[src/sv/i2cbs_pkg.sv]
`timescale 1ns / 1ps
// Shared types and constants of the I2C master bit sequencer.
// Used by the front end, the command queue and the sequencer back end.
package i2cbs_pkg;

   localparam logic [1:0] OP_START = 2'd0;
   localparam logic [1:0] OP_STOP  = 2'd1;
   localparam logic [1:0] OP_WRITE = 2'd2;
   localparam logic [1:0] OP_READ  = 2'd3;

   localparam int HOLD_W = 16;
   localparam logic [HOLD_W-1:0] HOLD_RESET = 16'd250;

   localparam int STEP_W = 5;

   // Index of the final pin event of each command.
   localparam logic [STEP_W-1:0] LAST_START = 5'd3;
   localparam logic [STEP_W-1:0] LAST_STOP  = 5'd2;
   localparam logic [STEP_W-1:0] LAST_WRITE = 5'd26;
   localparam logic [STEP_W-1:0] LAST_READ  = 5'd20;

   // First event of the acknowledge clock.
   localparam logic [STEP_W-1:0] WRITE_ACK_STEP = 5'd24;
   localparam logic [STEP_W-1:0] READ_ACK_STEP  = 5'd17;

   // Phases of one write bit clock.
   localparam logic [1:0] PH_SETUP = 2'd0;
   localparam logic [1:0] PH_HIGH  = 2'd1;
   localparam logic [1:0] PH_LOW   = 2'd2;

   // A command as classified by the front end.
   typedef struct packed {
      logic [1:0]        op;
      logic [7:0]        data;      // byte to send, or byte the slave shows
      logic              lvl;       // sampled ACK on a write, driven level on a read
      logic [STEP_W-1:0] last_step;
   } cmd_type;

endpackage

[src/sv/i2cbs_front.sv]
`timescale 1ns / 1ps
// Front end: accepts command beats and classifies them into queue entries.
// Depends on i2cbs_pkg.
module i2cbs_front (
   input  logic             clock,
   input  logic             reset,
   input  logic             req_valid,
   output logic             req_ready,
   input  logic [1:0]       req_operation,
   input  logic [7:0]       req_write_data,
   input  logic             req_send_ack,
   input  logic [7:0]       req_slave_byte,
   input  logic             req_slave_ack_level,
   output logic             cmd_valid,
   input  logic             cmd_ready,
   output i2cbs_pkg::cmd_type cmd_data
);

   logic                valid_ff, valid_in;
   i2cbs_pkg::cmd_type  cmd_ff, cmd_in;
   logic                take;

   assign req_ready = !valid_ff || cmd_ready;
   assign take      = req_valid && req_ready;

   always_comb begin
      cmd_in.op = req_operation;
      if (req_operation == i2cbs_pkg::OP_WRITE) begin
         cmd_in.data = req_write_data;
         cmd_in.lvl  = req_slave_ack_level;
      end else begin
         cmd_in.data = req_slave_byte;
         cmd_in.lvl  = !req_send_ack;
      end
      case (req_operation)
         i2cbs_pkg::OP_START: cmd_in.last_step = i2cbs_pkg::LAST_START;
         i2cbs_pkg::OP_STOP:  cmd_in.last_step = i2cbs_pkg::LAST_STOP;
         i2cbs_pkg::OP_WRITE: cmd_in.last_step = i2cbs_pkg::LAST_WRITE;
         default:             cmd_in.last_step = i2cbs_pkg::LAST_READ;
      endcase
   end

   assign valid_in = take ? 1'b1 : (cmd_ready ? 1'b0 : valid_ff);

   always_ff @(posedge clock) begin
      if (reset) begin
         valid_ff <= 1'b0;
      end else begin
         valid_ff <= valid_in;
      end
   end

   always_ff @(posedge clock) begin
      if (take) begin
         cmd_ff <= cmd_in;
      end
   end

   assign cmd_valid = valid_ff;
   assign cmd_data  = cmd_ff;

endmodule

[src/sv/i2cbs_fifo.sv]
`timescale 1ns / 1ps
// Two-entry command queue between the front end and the sequencer.
// Depends on i2cbs_pkg.
module i2cbs_fifo (
   input  logic               clock,
   input  logic               reset,
   input  logic               push_valid,
   output logic               push_ready,
   input  i2cbs_pkg::cmd_type push_data,
   output logic               pop_valid,
   input  logic               pop_ready,
   output i2cbs_pkg::cmd_type pop_data
);

   i2cbs_pkg::cmd_type entry_ff [2];
   logic       wr_ptr_ff, wr_ptr_in;
   logic       rd_ptr_ff, rd_ptr_in;
   logic [1:0] count_ff, count_in;
   logic       push, pop;

   assign push_ready = (count_ff != 2'd2);
   assign pop_valid  = (count_ff != 2'd0);
   assign push       = push_valid && push_ready;
   assign pop        = pop_valid && pop_ready;
   assign pop_data   = entry_ff[rd_ptr_ff];

   always_comb begin
      wr_ptr_in = push ? !wr_ptr_ff : wr_ptr_ff;
      rd_ptr_in = pop ? !rd_ptr_ff : rd_ptr_ff;
      count_in  = count_ff;
      if (push && !pop) begin
         count_in = count_ff + 2'd1;
      end else if (pop && !push) begin
         count_in = count_ff - 2'd1;
      end
   end

   always_ff @(posedge clock) begin
      if (reset) begin
         wr_ptr_ff <= 1'b0;
         rd_ptr_ff <= 1'b0;
         count_ff  <= 2'd0;
      end else begin
         wr_ptr_ff <= wr_ptr_in;
         rd_ptr_ff <= rd_ptr_in;
         count_ff  <= count_in;
      end
   end

   always_ff @(posedge clock) begin
      if (push) begin
         entry_ff[wr_ptr_ff] <= push_data;
      end
   end

endmodule

[src/sv/i2cbs_back.sv]
`timescale 1ns / 1ps
// Back end: steps through the pin events of one command, times the holds
// and registers each event as a result beat. Depends on i2cbs_pkg.
module i2cbs_back (
   input  logic               clock,
   input  logic               reset,
   input  logic               csr_wr_en,
   input  logic [15:0]        csr_wr_data,
   input  logic               cmd_valid,
   output logic               cmd_ready,
   input  i2cbs_pkg::cmd_type cmd_data,
   output logic               rsp_valid,
   input  logic               rsp_ready,
   output logic               rsp_scl_level,
   output logic               rsp_sda_level,
   output logic               rsp_hold_after,
   output logic               rsp_last,
   output logic [7:0]         rsp_read_data,
   output logic               rsp_ack_level
);

   logic [i2cbs_pkg::HOLD_W-1:0] hold_cycles_ff, hold_cycles_in;
   logic [i2cbs_pkg::HOLD_W-1:0] wait_ff, wait_in;
   logic                         busy_ff, busy_in;
   i2cbs_pkg::cmd_type           cur_ff, cur_in;
   logic [i2cbs_pkg::STEP_W-1:0] step_ff, step_in;
   logic [1:0]                   phase_ff, phase_in;
   logic [7:0]                   shift_ff, shift_in;
   logic                         scl_line_ff, scl_line_in;

   logic                         rsp_valid_ff, rsp_valid_in;
   logic                         scl_ff, sda_ff, hold_ff, last_ff, ack_ff;
   logic [7:0]                   rdata_ff;

   logic       ev_scl, ev_sda, ev_hold, ev_last, ev_ack;
   logic [7:0] ev_rdata;
   logic       emit, load;

   // Pin event for the current step of the current command.
   always_comb begin
      ev_scl   = 1'b0;
      ev_sda   = 1'b1;
      ev_hold  = 1'b0;
      ev_last  = (step_ff == cur_ff.last_step);
      ev_ack   = 1'b0;
      ev_rdata = 8'd0;
      case (cur_ff.op)
         i2cbs_pkg::OP_START: begin
            case (step_ff)
               5'd0: begin ev_scl = scl_line_ff; ev_sda = 1'b1; end
               5'd1: begin ev_scl = 1'b1; ev_sda = 1'b1; ev_hold = 1'b1; end
               5'd2: begin ev_scl = 1'b1; ev_sda = 1'b0; ev_hold = 1'b1; end
               default: begin ev_scl = 1'b0; ev_sda = 1'b0; end
            endcase
         end
         i2cbs_pkg::OP_STOP: begin
            case (step_ff)
               5'd0: begin ev_scl = scl_line_ff; ev_sda = 1'b0; end
               5'd1: begin ev_scl = 1'b1; ev_sda = 1'b0; ev_hold = 1'b1; end
               default: begin ev_scl = 1'b1; ev_sda = 1'b1; ev_hold = 1'b1; end
            endcase
         end
         i2cbs_pkg::OP_WRITE: begin
            // The acknowledge clock releases SDA so the slave can acknowledge.
            ev_sda = (step_ff >= i2cbs_pkg::WRITE_ACK_STEP) ? 1'b1 : shift_ff[7];
            case (phase_ff)
               i2cbs_pkg::PH_SETUP: ev_scl = scl_line_ff;
               i2cbs_pkg::PH_HIGH:  begin ev_scl = 1'b1; ev_hold = 1'b1; end
               default:             ev_scl = 1'b0;
            endcase
            ev_ack = ev_last ? cur_ff.lvl : 1'b0;
         end
         default: begin
            if (step_ff == 5'd0) begin
               ev_scl = scl_line_ff;
            end else if (step_ff < i2cbs_pkg::READ_ACK_STEP) begin
               // Odd steps raise SCL for a sample, even steps lower it.
               ev_scl  = step_ff[0];
               ev_hold = step_ff[0];
            end else if (ev_last) begin
               ev_scl   = 1'b0;
               ev_rdata = cur_ff.data;
            end else begin
               ev_sda  = cur_ff.lvl;
               ev_scl  = (step_ff == i2cbs_pkg::READ_ACK_STEP + 5'd1);
               ev_hold = ev_scl;
            end
         end
      endcase
   end

   assign emit      = busy_ff && (wait_ff == '0) && (!rsp_valid_ff || rsp_ready);
   assign cmd_ready = !busy_ff || (emit && ev_last);
   assign load      = cmd_valid && cmd_ready;

   always_comb begin
      hold_cycles_in = csr_wr_en ? csr_wr_data : hold_cycles_ff;

      busy_in     = busy_ff;
      cur_in      = cur_ff;
      step_in     = step_ff;
      phase_in    = phase_ff;
      shift_in    = shift_ff;
      scl_line_in = scl_line_ff;
      wait_in     = (wait_ff != '0) ? wait_ff - 1'b1 : wait_ff;

      if (emit) begin
         scl_line_in = ev_scl;
         step_in     = step_ff + 1'b1;
         phase_in    = (phase_ff == i2cbs_pkg::PH_LOW) ? i2cbs_pkg::PH_SETUP
                                                       : phase_ff + 2'd1;
         if (phase_ff == i2cbs_pkg::PH_LOW) begin
            shift_in = {shift_ff[6:0], 1'b0};
         end
         if (ev_hold) begin
            wait_in = hold_cycles_ff;
         end
         if (ev_last) begin
            busy_in = 1'b0;
         end
      end

      if (load) begin
         busy_in  = 1'b1;
         cur_in   = cmd_data;
         step_in  = '0;
         phase_in = i2cbs_pkg::PH_SETUP;
         shift_in = cmd_data.data;
      end

      if (emit) begin
         rsp_valid_in = 1'b1;
      end else if (rsp_ready) begin
         rsp_valid_in = 1'b0;
      end else begin
         rsp_valid_in = rsp_valid_ff;
      end
   end

   always_ff @(posedge clock) begin
      if (reset) begin
         hold_cycles_ff <= i2cbs_pkg::HOLD_RESET;
         wait_ff        <= '0;
         busy_ff        <= 1'b0;
         scl_line_ff    <= 1'b1;
         rsp_valid_ff   <= 1'b0;
      end else begin
         hold_cycles_ff <= hold_cycles_in;
         wait_ff        <= wait_in;
         busy_ff        <= busy_in;
         scl_line_ff    <= scl_line_in;
         rsp_valid_ff   <= rsp_valid_in;
      end
   end

   always_ff @(posedge clock) begin
      cur_ff   <= cur_in;
      step_ff  <= step_in;
      phase_ff <= phase_in;
      shift_ff <= shift_in;
      if (emit) begin
         scl_ff   <= ev_scl;
         sda_ff   <= ev_sda;
         hold_ff  <= ev_hold;
         last_ff  <= ev_last;
         rdata_ff <= ev_rdata;
         ack_ff   <= ev_ack;
      end
   end

   assign rsp_valid      = rsp_valid_ff;
   assign rsp_scl_level  = scl_ff;
   assign rsp_sda_level  = sda_ff;
   assign rsp_hold_after = hold_ff;
   assign rsp_last       = last_ff;
   assign rsp_read_data  = rdata_ff;
   assign rsp_ack_level  = ack_ff;

endmodule

[src/sv/i2c_master_bit_sequencer_core.sv]
`timescale 1ns / 1ps
// I2C master bit sequencer, top level: front end, command queue, sequencer.
// Depends on i2cbs_pkg, i2cbs_front, i2cbs_fifo and i2cbs_back.
//
// Each command beat (start, stop, write byte, read byte) becomes a run of
// result beats, one per pin event: start 4, stop 3, write 27, read 21. The
// sequencer issues at most one event per cycle; after every event marked
// hold_after it waits until a counter loaded from hold_cycles runs out
// before the next one. The held events are start 2, stop 2, write 9 and
// read 9. Commands are taken ahead through a two-entry queue, and when it
// holds one, the next command is loaded in the same cycle as the last event
// of the previous one. hold_cycles changes only timing, never a result
// field.
module i2c_master_bit_sequencer_core (
   input  logic        clock,
   input  logic        reset,
   input  logic        csr_wr_en,
   input  logic [15:0] csr_wr_data,
   input  logic        req_valid,
   output logic        req_ready,
   input  logic [1:0]  req_operation,
   input  logic [7:0]  req_write_data,
   input  logic        req_send_ack,
   input  logic [7:0]  req_slave_byte,
   input  logic        req_slave_ack_level,
   output logic        rsp_valid,
   input  logic        rsp_ready,
   output logic        rsp_scl_level,
   output logic        rsp_sda_level,
   output logic        rsp_hold_after,
   output logic        rsp_last,
   output logic [7:0]  rsp_read_data,
   output logic        rsp_ack_level
);

   logic               front_valid, front_ready;
   i2cbs_pkg::cmd_type front_cmd;
   logic               queue_valid, queue_ready;
   i2cbs_pkg::cmd_type queue_cmd;

   i2cbs_front u_front (
      .clock               (clock),
      .reset               (reset),
      .req_valid           (req_valid),
      .req_ready           (req_ready),
      .req_operation       (req_operation),
      .req_write_data      (req_write_data),
      .req_send_ack        (req_send_ack),
      .req_slave_byte      (req_slave_byte),
      .req_slave_ack_level (req_slave_ack_level),
      .cmd_valid           (front_valid),
      .cmd_ready           (front_ready),
      .cmd_data            (front_cmd)
   );

   i2cbs_fifo u_fifo (
      .clock      (clock),
      .reset      (reset),
      .push_valid (front_valid),
      .push_ready (front_ready),
      .push_data  (front_cmd),
      .pop_valid  (queue_valid),
      .pop_ready  (queue_ready),
      .pop_data   (queue_cmd)
   );

   i2cbs_back u_back (
      .clock          (clock),
      .reset          (reset),
      .csr_wr_en      (csr_wr_en),
      .csr_wr_data    (csr_wr_data),
      .cmd_valid      (queue_valid),
      .cmd_ready      (queue_ready),
      .cmd_data       (queue_cmd),
      .rsp_valid      (rsp_valid),
      .rsp_ready      (rsp_ready),
      .rsp_scl_level  (rsp_scl_level),
      .rsp_sda_level  (rsp_sda_level),
      .rsp_hold_after (rsp_hold_after),
      .rsp_last       (rsp_last),
      .rsp_read_data  (rsp_read_data),
      .rsp_ack_level  (rsp_ack_level)
   );

endmodule
[config.mk]
export PLATFORM = sky130hd
export DESIGN_NAME = i2c_master_bit_sequencer_core
export DESIGN_NICKNAME = d
export VERILOG_FILES = /design/src/sv/i2cbs_pkg.sv /design/src/sv/i2cbs_front.sv /design/src/sv/i2cbs_fifo.sv /design/src/sv/i2cbs_back.sv /design/src/sv/i2c_master_bit_sequencer_core.sv
export SDC_FILE = /design/constraint.sdc
export NUM_CORES = 1
export LEC_CHECK = 0
export BUFFER_PORTS_ARGS = -buffer_cell sky130_fd_sc_hd__buf_2
export CORE_MARGIN = 1.5
export CORE_UTILIZATION = 50
export CTS_BUF_LIST = sky130_fd_sc_hd__clkbuf_4 sky130_fd_sc_hd__clkbuf_8
export DETAILED_ROUTE_END_ITERATION = 10
export GPL_ROUTABILITY_DRIVEN = 0
export PLACE_DENSITY = 0.79
export SLEW_MARGIN = 0
export SYNTH_ARGS = -nofsm -noshare
export SYNTH_HDL_FRONTEND = slang
export SYNTH_HIERARCHICAL = 1
export SYNTH_SLANG_ARGS = --single-unit
[constraint.sdc]
create_clock -name clock -period 2.9 [get_ports clock]
set_input_delay 0.29 -clock clock [delete_from_list [all_inputs] [get_ports clock]]
set_output_delay 0.29 -clock clock [all_outputs]
set_load 0.05 [all_outputs]
==> impl_results.md, run 1 <==
- Clock group share of total power: 0.233
- Total gr overflow: 0
- CTS Root Cell: clkbuf_8
- Die Footprint: between 0.01 and 0.015 mm2
- Max Fclk: roughly 0.38 GHz
- Final Max Tran Viols: 0
- Pre-CTS setup slack: roughly 270 ps
- Rows: 38
- Crit path launch: u_back/wait_ff[0]
- Sw frac: 0.341
- Total negative slack: 0 ps
- Combinational Power Share: 0.292
- I/O Pins: 56
- Hold_buf cts: 0
- Initial antenna violation count: 0
- Synth Instances: 431
- Worst setup path end: u_back/shift_ff[7]
- # DRC: 0
- Ant. Diodes: 0
- CTS Buffer Depth: 2
- DRT antenna net count: 0
- Int Pwr: 0.00385 W
- Yosys reg bits: 133
- Reg clk slew, reported paths: 80 ps
- Sequential-to-total area share from yosys stat: 0.624
- Clk_skew: 9.33 ps
- Setup CP Type: reg -> reg
- Initial DRC count: 134
- Post-CTS Setup Inserts: 0
- H-tree levels: 4
- Storage element area: between 0.003 and 0.004 mm2
- Global-route wire length before repair: ~15,000 um
- Vias in the first global route: 3,297
- DR vias: 3,412
- Starting Density: 0.515
- Clock sinks: between 100 and 150
- CP arrival: around 2700 ps
- Area grow syn2layout: 12.9%
- Clk Latency, worst-skew pair: 440 ps
- WL/cell: between 10 and 15 um
- DIE WIDTH: about 110 um
- CTS tree: done
- Maximum vdd drop: about 0.00037 V
- Synth cell types: between 50 and 60
- Seq pwr share: 0.476
- Cts repair resizes: 0
- Max_cap viols: 0
- Switch Pwr: roughly 0.0020 W
- Min Tclk post-route: between 2000 and 3000 ps
- Layout cell share with drive strength beyond 1: 0.267
- Crit Path Max Fanout: 11
- DP Wirelength: approximately 6400 um
- CP Launch Type: register
- Synthesized area per cell: 13.1 um2
- Final Hold Viols: 0
- DRT Wirelength: a little over 9000 um
- Core area: approximately 0.011 mm2
- Synth Cell Area: ~0.0056 mm2
- Fillers: between 800 and 900
- Slew @ Worst Pin: roughly 990 ps
- Vias per cell: between 5 and 6
- Status: finished clean
- Multi-input logic area: ~0.0019 mm2
- CP required: 3000 ps
- R2r worst-path depth: 7
- Final period utilization: 0.906
- Buffers on Ports: 55
- RSZ-0062 raised after global routing: false
- CTS buffer count: 17
- R2r startpoint: u_back/wait_ff[0]
- Cell Pwr Density: 919 mW/mm2
- CP Capture Type: register
- Layout Nets: ~540
- Largest net degree at the start of global routing: 36
- Hold Path Class: in -> reg
- Syn nets: 479
- Slew HR: 0.340
- P_leak: roughly 2.5 nW
- Setup violators final: 0
- Total GRT Usage: 0.169
- Reg2reg setup slack: ~270 ps
- Vert. Die Dim: approximately 110 um
- R2r endpoint: u_back/shift_ff[7]
- Setup ws final: around 270 ps
- Pre-antenna DRT Iters: 4
- YS warnings: 6
## power groups by stage
stage | clock (W) | combinational, W | sequential, W
final | 0.00136 | 0.00170 | 0.00278
after global routing | 0.00148 | 0.00188 | 0.00282
after CTS | 0.00139 | 0.00170 | 0.00278
after detailed placement | 0 | 0.00168 | 0.00282
after global placement | 0 | 0.00162 | 0.00278
after floorplan | 0 | 0.00142 | 0.00272
## final cells by class
| class | count | share of cell area |
|---|---|---|
| sequential | 133 | 0.552 |
| multi-input combinational | 254 | 0.301 |
| timing repair buffer | 61 | 0.0503 |
| clock buffer | 17 | 0.0368 |
| tap | 140 | 0.0275 |
| clock inverter | 15 | 0.0191 |
| inverter | 22 | 0.0130 |
## cells in the final DEF (no fill, tap or decap), types with 5 or more instances in the layout
master    synthesis  routed
a21oi_1          17      17
and2_1           12      12
buf_2             1      55
buf_4             1       6
clkbuf_8          0      17
dfxtp_1          48      48
edfxtp_1         85      85
ha_1              7       7
inv_1            22      22
inv_6             0       5
mux2_2           23      23
mux2_4            9       9
mux2i_1          13      13
nand2_1          20      20
nand2b_1          6       6
nand3_1           9       9
nand3b_1          5       5
nor2_1           25      25
nor3_1           13      13
o211ai_1          6       6
o21ai_0           8       8
o22ai_1          11      11
xnor2_1          11      11
xor2_1           15      15
## sequential cells by signal, indices dropped and copies added, names as in the netlist, named ones only
register and flops:
u_fifo/wr_ptr_ff 1, u_front/cmd_data 16, u_back/rsp_valid 1, u_back/cur_ff 16, u_back/rsp_last 1, u_back/shift_ff 8, u_back/rsp_read_data 8, u_back/step_ff 5
u_fifo/count_ff 2, u_fifo/entry_ff 32, u_back/wait_ff 16, u_back/rsp_ack_level 1, u_back/rsp_sda_level 1, u_front/cmd_valid 1, u_fifo/rd_ptr_ff 1, u_back/phase_ff 2
u_back/rsp_scl_level 1, u_back/busy_ff 1, u_back/rsp_hold_after 1, u_back/hold_cycles_ff 16, u_back/scl_line_ff 1
## worst max-delay path: stages (launching register included)
cell     delay [ps]
dfxtp_1         360
inv_1           100
ha_1            150
nor4b_4         300
nand4_2         190
o41ai_4         370
and2_1          480
a21o_1          340
## per-layer routing
| layer | up-vias | share of wire | track usage |
|---|---|---|---|
| met5 | - | 0 | 0 |
| met4 | 0 | 0.018 | 0.0677 |
| met3 | 19 | 0.042 | 0.0532 |
| met2 | 80 | 0.49 | 0.275 |
| met1 | 1632 | 0.45 | 0.208 |
| li1 | 1681 | - | - |
## metrics by stage
stage               cell area (um2)   util  power, W  std cells  hold WS (ps)
floorplan                      5630      -   0.00415        431           359
global placement               6010  0.549   0.00440        610           423
detailed placement             6010  0.549   0.00450        610           434
CTS                            6360  0.582   0.00587        642          55.8
global route                   6360  0.582   0.00619        642          69.1
finish                         6360  0.582   0.00585        642          71.1
## worst min-delay path by stage
stage	start	end	slack [ps]	cells past startpoint
floorplan	reset	u_fifo/count_ff[1]	360	1
global placement	u_front/cmd_data[1]	u_fifo/entry_ff[0][1]	420	0
detailed placement	u_front/cmd_data[5]	u_fifo/entry_ff[1][5]	430	0
CTS	csr_wr_data[6]	u_back/hold_cycles_ff[6]	60	3
global route	csr_wr_data[3]	u_back/hold_cycles_ff[3]	70	3
finish	csr_wr_data[5]	u_back/hold_cycles_ff[5]	70	3
## cell usage after synthesis (all sizes together)
| library cell | instances | area share |
|---|---|---|
| edfxtp | 85 | 0.45 |
| dfxtp | 48 | 0.17 |
| mux2 | 32 | 0.070 |
| nor2 | 25 | 0.017 |
| inv | 22 | 0.015 |
| nand2 | 20 | 0.013 |
| a21oi | 17 | 0.015 |
| clkbuf | 15 | 0.010 |
| xor2 | 15 | 0.023 |
| and2 | 13 | 0.014 |
| mux2i | 13 | 0.023 |
| nor3 | 13 | 0.012 |
| o22ai | 11 | 0.012 |
| xnor2 | 11 | 0.017 |
| nand3 | 9 | 0.0080 |
| o21ai | 8 | 0.0071 |
| buf | 7 | 0.012 |
| ha | 7 | 0.016 |
| nand2b | 6 | 0.0067 |
| o211ai | 6 | 0.0080 |
| nand3b | 5 | 0.0067 |
| nor4 | 5 | 0.011 |
| and3 | 4 | 0.0044 |
| nor2b | 4 | 0.0058 |
| o2111ai | 4 | 0.0062 |
| nand4 | 3 | 0.0044 |
| a21o | 2 | 0.0027 |
| nand4b | 2 | 0.0031 |
| o211a | 2 | 0.0036 |
| or2 | 2 | 0.0022 |
| or4 | 2 | 0.0027 |
| a211o | 1 | 0.0016 |
| a211oi | 1 | 0.0013 |
| a21bo | 1 | 0.0018 |
| a31o | 1 | 0.0016 |
| a32oi | 1 | 0.0016 |
| a41oi | 1 | 0.0016 |
| nor3b | 1 | 0.0013 |
| nor4b | 1 | 0.0042 |
| o21a | 1 | 0.0013 |
| o2bb2ai | 1 | 0.0016 |
| o31a | 1 | 0.0016 |
| o41ai | 1 | 0.0049 |
| or3 | 1 | 0.0011 |
## cell families after synthesis
group,count (synthesis),share of synthesized area
buffers and inverters,44,0.0364
adders and majority gates,7,0.0155
and+or+nand+nor,116,0.117
muxes,45,0.0930
AOI/OAI and AO/OA,60,0.0735
DFF,133,0.624
xor gates and xnor gates,26,0.0404
No activity file was read; power rests on OpenSTA's default activity.
==> run 2, diff against run 1 <==
SYNTH_HIERARCHICAL = default   (was 1)
==> impl_results.md, run 2 <==
- Status: finished clean (unchanged)
- Pre-antenna DRT Iters: 5 (was 4)
- Cts repair resizes: 0 (unchanged)
- CTS tree: done (unchanged)
- CTS buffer count: 17 (unchanged)
- Synth area leader: edfxtp_1 (unchanged)
- Maximum vdd drop: 0.000503 V (was 0.000369 V)
- Slew @ Worst Pin: 856 ps (was 988 ps)
- Total gr overflow: 0 (unchanged)
- GRT Max-Usage Layer: met2 (unchanged)
- Max FFs per register: 32 (unchanged)
- Synth Cell Area: 0.00556 mm2 (was 0.00563 mm2)
- Hold Path Class: in -> reg (unchanged)
- EDFF count, synth: 85 (unchanged)
- Initial DRC count: 189 (was 134)
- RSZ-0062 raised after global routing: false (unchanged)
- Rows: 38 (unchanged)
- Vias per cell: 5.26 (was 5.31)
- Setup CP Type: reg -> reg (unchanged)
- CP Capture Type: register (unchanged)
- Setup violators final: 0 (unchanged)
- I/O Pins: 56 (unchanged)
- Yosys reg bits: 133 (unchanged)
- Post-CTS Setup Inserts: 0 (unchanged)
- Worst-path cell chain: inv_1, ha_1, nor4b_4, nand4_4, or4_4, a21oi_4, inv_1, ha_1, or3_1, a21oi_1 (was inv_1, ha_1, nor4b_4, nand4_2, o41ai_4, and2_1, a21o_1)
- Reg clk slew, reported paths: 80 ps (about the same)
- CTS Root Cell: clkbuf_8 (unchanged)
- Area after DPL: 0.00600 mm2 (was 0.00601 mm2)
- Most flops, register: u_fifo.entry_ff (was u_fifo/entry_ff)
- Post-synth top cells: edfxtp_1 (85), dfxtp_1 (48), nand2_1 (29), nor2_1 (29), mux2_2 (24) (was edfxtp_1 (85), dfxtp_1 (48), nor2_1 (25))
- Max Fclk: 0.381 GHz (about the same)
- Final Max Tran Viols: 0 (unchanged)
- Max_cap viols: 0 (unchanged)
- DRT antenna net count: 0 (unchanged)
- Crit path launch: u_back.wait_ff[1] (was u_back/wait_ff[0])
- Area share of the largest cell type after synthesis: 0.459 (was 0.453)
- Hold_buf cts: 0 (unchanged)
- Max incr delay on CP: 530 ps (was 480 ps)
- Area grow syn2layout: 14.6% (was 12.9%)
- Main synth FF type: edfxtp_1 (unchanged)
- Syn nets: 465 (was 479)
- DRT Wirelength: 9810 um (was 9200 um)
- Synth cell types: 50 (was 54)
- Critical-path top delay cell: or4_4 (was and2_1)
- WL/cell: 15.4 um (was 14.3 um)
- Min Tclk post-route: 2620 ps (was 2630 ps)
- Finished Cell Area: 0.00637 mm2 (was 0.00636 mm2)
- M2 GR Usage: 0.288 (was 0.275)
- Vias in the first global route: 3,327 (was 3,297)
- Final period utilization: 0.904 (was 0.906)
- Total negative slack: 0 ps (unchanged)
- Starting Density: 0.513 (was 0.515)
- Clock sinks: 133 (unchanged)
- Buffers on Ports: 55 (unchanged)
- Vert. Die Dim: 108 um (was 109 um)
- Sequential-to-total area share from yosys stat: 0.632 (was 0.624)
- DP Wirelength: 6720 um (was 6400 um)
- Largest net degree at the start of global routing: 29 (was 36)
- H-tree levels: 4 (unchanged)
- Ant. Diodes: 0 (unchanged)
- Crit Path Max Fanout: 4 (was 11)
- Final Hold Viols: 0 (unchanged)
- CP required: 3280 ps (was 3000 ps)
- CP Launch Type: register (unchanged)
- Clk_skew: 15.3 ps (was 9.33 ps)
- CTS Buffer Depth: 2 (unchanged)
- Met3 usage: 0.0561 (was 0.0532)
- Hold Path Origin: csr_wr_data[1] (was csr_wr_data[5])
- Cell Pwr Density: 892 mW/mm2 (was 919 mW/mm2)
- P_leak: 2.47 nW (was 2.46 nW)
- Global-route wire length before repair: 15,800 um (was 15,300 um)
- Commonest non-fill, non-tap cell in the layout: edfxtp_1 (unchanged)
- Synth Instances: 417 (was 431)
- Total GRT Usage: 0.180 (was 0.169)
- Core area: 0.0108 mm2 (was 0.0109 mm2)
- Layout cell share with drive strength beyond 1: 0.279 (was 0.267)
- Initial antenna violation count: 0 (unchanged)
- Most frequent cell after synthesis: edfxtp_1 (unchanged)
- # DRC: 0 (unchanged)
- YS warnings: 0 (was 6)
- DIE WIDTH: 108 um (was 109 um)
- DR vias: 3,337 (was 3,412)
- Synthesized area per cell: 13.3 um2 (was 13.1 um2)
- R2r startpoint: u_back.wait_ff[1] (was u_back/wait_ff[0])
- Top cells by area, synth: edfxtp_1 (46%), dfxtp_1 (17%), mux2_2 (4.9%) (was edfxtp_1 (45%), dfxtp_1 (17%), mux2_2 (4.6%))
- Met1 usage: 0.221 (was 0.208)
- Clk Latency, worst-skew pair: 440 ps (about the same)
- Most frequent cells in the layout: edfxtp_1 (85), buf_2 (55), dfxtp_1 (48) (unchanged)
- CP arrival: 3000 ps (was 2730 ps)
- Asr flop ratio synth: 0 (unchanged)
- Die Footprint: 0.0118 mm2 (was 0.0119 mm2)
- Slew HR: 0.428 (was 0.340)
- Layout Nets: 530 (was 537)
## run 2: cell count changes in the layout (fill, tap and decap cells not counted), sizes merged, moves of 6 or more
cell    previous run  this run
inv               29        19
o22ai             11         1
nand2             20        29
a22o               0         8
a21oi             17        11
a221oi             0         6
## run 2: path summary, 6_finish.rpt
kind	cells after the start	slack (ps)	endpoint
min reg2reg	0	450	u_fifo.entry_ff[1][15]
min	3	60	u_back.hold_cycles_ff[1]
max	10	280	u_fifo.count_ff[1]
max reg2reg	10	280	u_fifo.count_ff[1]
## run 2: critical path, delay by kind of cell (launching register included)
kind | cells | cell delay [ps]
AND/OR/NAND/NOR | 4 | 1300
adder cells (fa/ha/maj) | 2 | 460
flip-flops | 1 | 340
AO/OA/AOI/OAI | 2 | 300
buffers and inverters | 2 | 140
## run 2: kinds of logic (layout without fill, tap and decap cells)
family	after synthesis	after routing	share of synthesized area
and+or+nand+nor	119	119	0.117
xor gates and xnor gates	27	27	0.0425
DFF	133	133	0.632
buffers and inverters	35	113	0.0263
AOI/OAI and AO/OA	45	45	0.0612
muxes	51	51	0.105
adders and majority gates	7	7	0.0158
## run 2: power by group
part / internal, W / leakage, nW / total (W) / switching (W)
Clock: 0.000696 / 0.189 / 0.00144 / 0.000744
Sequential: 0.00245 / 1.20 / 0.00270 / 0.000250
Combinational: 0.000732 / 1.08 / 0.00154 / 0.000813
## run 2: layer usage
metal / vias to the layer above / routed length [um]
li1: 1642 / -
met5: - / 0
met3: 12 / 595
met2: 103 / 4800
met4: 0 / 128
met1: 1580 / 4280
## run 2: final cells by class
cell class	count	area (um2)
flip-flops and latches	133	3510
multi-input cells	249	1900
fillers	852	4470
well taps	140	175
clock inverters	14	129
repair buffers	65	350
inverters	16	60.1
clock buffers	18	241
## run 2: per-stage QoR
step	hold WS (ps)	setup WS (ps)	power, W	util	std cells
after floorplan	389	12.0	0.00393	-	417
after global placement	422	346	0.00420	0.553	603
after detailed placement	435	270	0.00428	0.553	603
after CTS	33.5	269	0.00573	0.587	635
after global routing	50.6	124	0.00598	0.587	635
final	59.2	279	0.00568	0.587	635
==> run 3, diff against run 2 <==
clock period = 3.3 ns   (was 2.9 ns; I/O delays follow)
==> impl_results.md, run 3 (synthesis gave the netlist of run 2 again) <==
- CTS Root Cell: clkbuf_8 (unchanged)
- Global-route wire length before repair: 15,600 um (was 15,800 um)
- Vias in the first global route: 3,234 (was 3,327)
- DIE WIDTH: 108 um (unchanged)
- Combinational Power Share: 0.265 (was 0.272)
- Clock sinks: 133 (unchanged)
- Status: finished clean (unchanged)
- CP Launch Type: register (unchanged)
- R2r endpoint: u_back.shift_ff[5] (was u_fifo.count_ff[1])
- Seq pwr share: 0.482 (was 0.475)
- Cell Pwr Density: 775 mW/mm2 (was 892 mW/mm2)
- Initial DRC count: 130 (was 189)
- Min Tclk post-route: 2900 ps (was 2620 ps)
- P_leak: 2.43 nW (was 2.47 nW)
- CP arrival: 3010 ps (was 3000 ps)
- Switch Pwr: 0.00154 W (was 0.00181 W)
- Vert. Die Dim: 108 um (unchanged)
- Hold Path Class: in -> reg (unchanged)
- I/O Pins: 56 (unchanged)
- CTS buffer count: 17 (unchanged)
- Maximum vdd drop: 0.000409 V (was 0.000503 V)
- CP required: 3410 ps (was 3280 ps)
- Hold_buf cts: 0 (unchanged)
- Hold_ws: 114 ps (was 59.2 ps)
- Fillers: 886 (was 852)
- Layout cell share with drive strength beyond 1: 0.267 (was 0.279)
- Clk_skew: 19.7 ps (was 15.3 ps)
- Commonest non-fill, non-tap cell in the layout: edfxtp_1 (unchanged)
- Final period utilization: 0.879 (was 0.904)
- Largest net degree at the start of global routing: 29 (unchanged)
- Clock group share of total power: 0.253 (about the same)
- Slew HR: 0.456 (was 0.428)
- Post-CTS Setup Inserts: 0 (unchanged)
- CTS Buffer Depth: 2 (unchanged)
- Max_cap viols: 0 (unchanged)
- DRT antenna net count: 0 (unchanged)
- Total gr overflow: 0 (unchanged)
- # DRC: 0 (unchanged)
- WL/cell: 15.1 um (was 15.4 um)
- Most frequent cells in the layout: edfxtp_1 (85), buf_2 (55), dfxtp_1 (48) (unchanged)
- Layout Nets: 525 (was 530)
- Starting Density: 0.513 (unchanged)
- Slew @ Worst Pin: 814 ps (was 856 ps)
- Vias per cell: 5.31 (was 5.26)
- Buffers on Ports: 55 (unchanged)
- R2r startpoint: u_back.wait_ff[0] (was u_back.wait_ff[1])
- Cts repair resizes: 0 (unchanged)
- Worst setup path end: u_back.shift_ff[5] (was u_fifo.count_ff[1])
- DR vias: 3,344 (was 3,337)
- Crit Path Max Fanout: 19 (was 4)
- Final Hold Viols: 0 (unchanged)
- Ant. Diodes: 0 (unchanged)
- Core area: 0.0108 mm2 (unchanged)
- Reg2reg setup slack: 400 ps (was 280 ps)
- DRT Wirelength: 9500 um (was 9810 um)
- CP Capture Type: register (unchanged)
- Rows: 38 (unchanged)
- Pre-antenna DRT Iters: 4 (was 5)
- Total negative slack: 0 ps (unchanged)
- RSZ-0062 raised after global routing: false (unchanged)
- Setup CP Type: reg -> reg (unchanged)
- R2r worst-path depth: 8 (was 10)
- Reg clk slew, reported paths: 80 ps (about the same)
- Clk Latency, worst-skew pair: 440 ps (about the same)
- Max FFs per register: 32 (unchanged)
- Most flops, register: u_fifo.entry_ff (unchanged)
- Initial antenna violation count: 0 (unchanged)
- CTS tree: done (unchanged)
- Setup violators final: 0 (unchanged)
- Die Footprint: 0.0118 mm2 (unchanged)
- Area grow syn2layout: 13.8% (was 14.6%)
- H-tree levels: 4 (unchanged)
- Sw frac: 0.315 (was 0.318)
- Crit path launch: u_back.wait_ff[0] (was u_back.wait_ff[1])
- Final Max Tran Viols: 0 (unchanged)
- Max Fclk: 0.345 GHz (was 0.381 GHz)
- Total GRT Usage: 0.177 (was 0.180)
- Int Pwr: 0.00336 W (was 0.00387 W)
- DP Wirelength: 6490 um (was 6720 um)
- Hold Path Origin: csr_wr_data[3] (was csr_wr_data[1])
==> run 3: cell types whose count changed in the layout (fill, tap and decap cells not counted), sizes merged <==
cell,change
clkinv,-2
clkinvlp,+2
buf,-5
==> run 3: area by class of cell <==
cell class / count / area (um2) / area share
flip-flops and latches: 133 / 3510 / 0.555
well taps: 140 / 175 / 0.0277
multi-input cells: 249 / 1900 / 0.300
clock buffers: 18 / 241 / 0.0382
repair buffers: 60 / 313 / 0.0494
clock inverters: 14 / 126 / 0.0200
inverters: 16 / 60.1 / 0.00949
==> run 3: layer usage <==
layer	track usage	vias up	part of all wire
met5	0	-	0
met4	0.0705	0	0.012
met3	0.0561	13	0.048
met2	0.288	92	0.49
met1	0.221	1600	0.45
li1	-	1639	-
==> run 3: worst min path at each step <==
| stage | endpoint | slack, ps | cells after the start |
|---|---|---|---|
| after floorplan | u_fifo.entry_ff[0][0] | 420 | 0 |
| after global placement | u_fifo.entry_ff[0][9] | 420 | 0 |
| after detailed placement | u_fifo.entry_ff[1][3] | 430 | 0 |
| after CTS | u_back.hold_cycles_ff[3] | 80 | 3 |
| after global routing | u_back.hold_cycles_ff[3] | 90 | 3 |
| final | u_back.hold_cycles_ff[3] | 110 | 3 |
==> run 3: critical path: stages (launching register included) <==
cell	delay [ps]
dfxtp_1	350
inv_1	90
ha_1	150
nor4b_4	400
nand4_4	220
or4_4	560
a21oi_4	170
buf_4	300
a21o_1	330
==> run 3: through the flow <==
step                 util  instances  cell area [um2]  setup WS, ps  total power (W)
global placement    0.550        598             5960           516          0.00364
floorplan               -        417             5560           219          0.00342
finish              0.584        630             6330           399          0.00491
CTS                 0.584        630             6330           377          0.00495
global route        0.584        630             6330           193          0.00519
detailed placement  0.550        598             5960           384          0.00370
==> run 3: power by group through the flow <==
stage	clock network (W)	registers [W]	logic, W
4_1_cts	0.00128	0.00237	0.00131
6_report	0.00124	0.00237	0.00130
3_5_place_dp	0	0.00240	0.00130
2_1_floorplan	0	0.00236	0.00106
3_3_place_gp	0	0.00238	0.00125
5_1_grt	0.00135	0.00240	0.00144
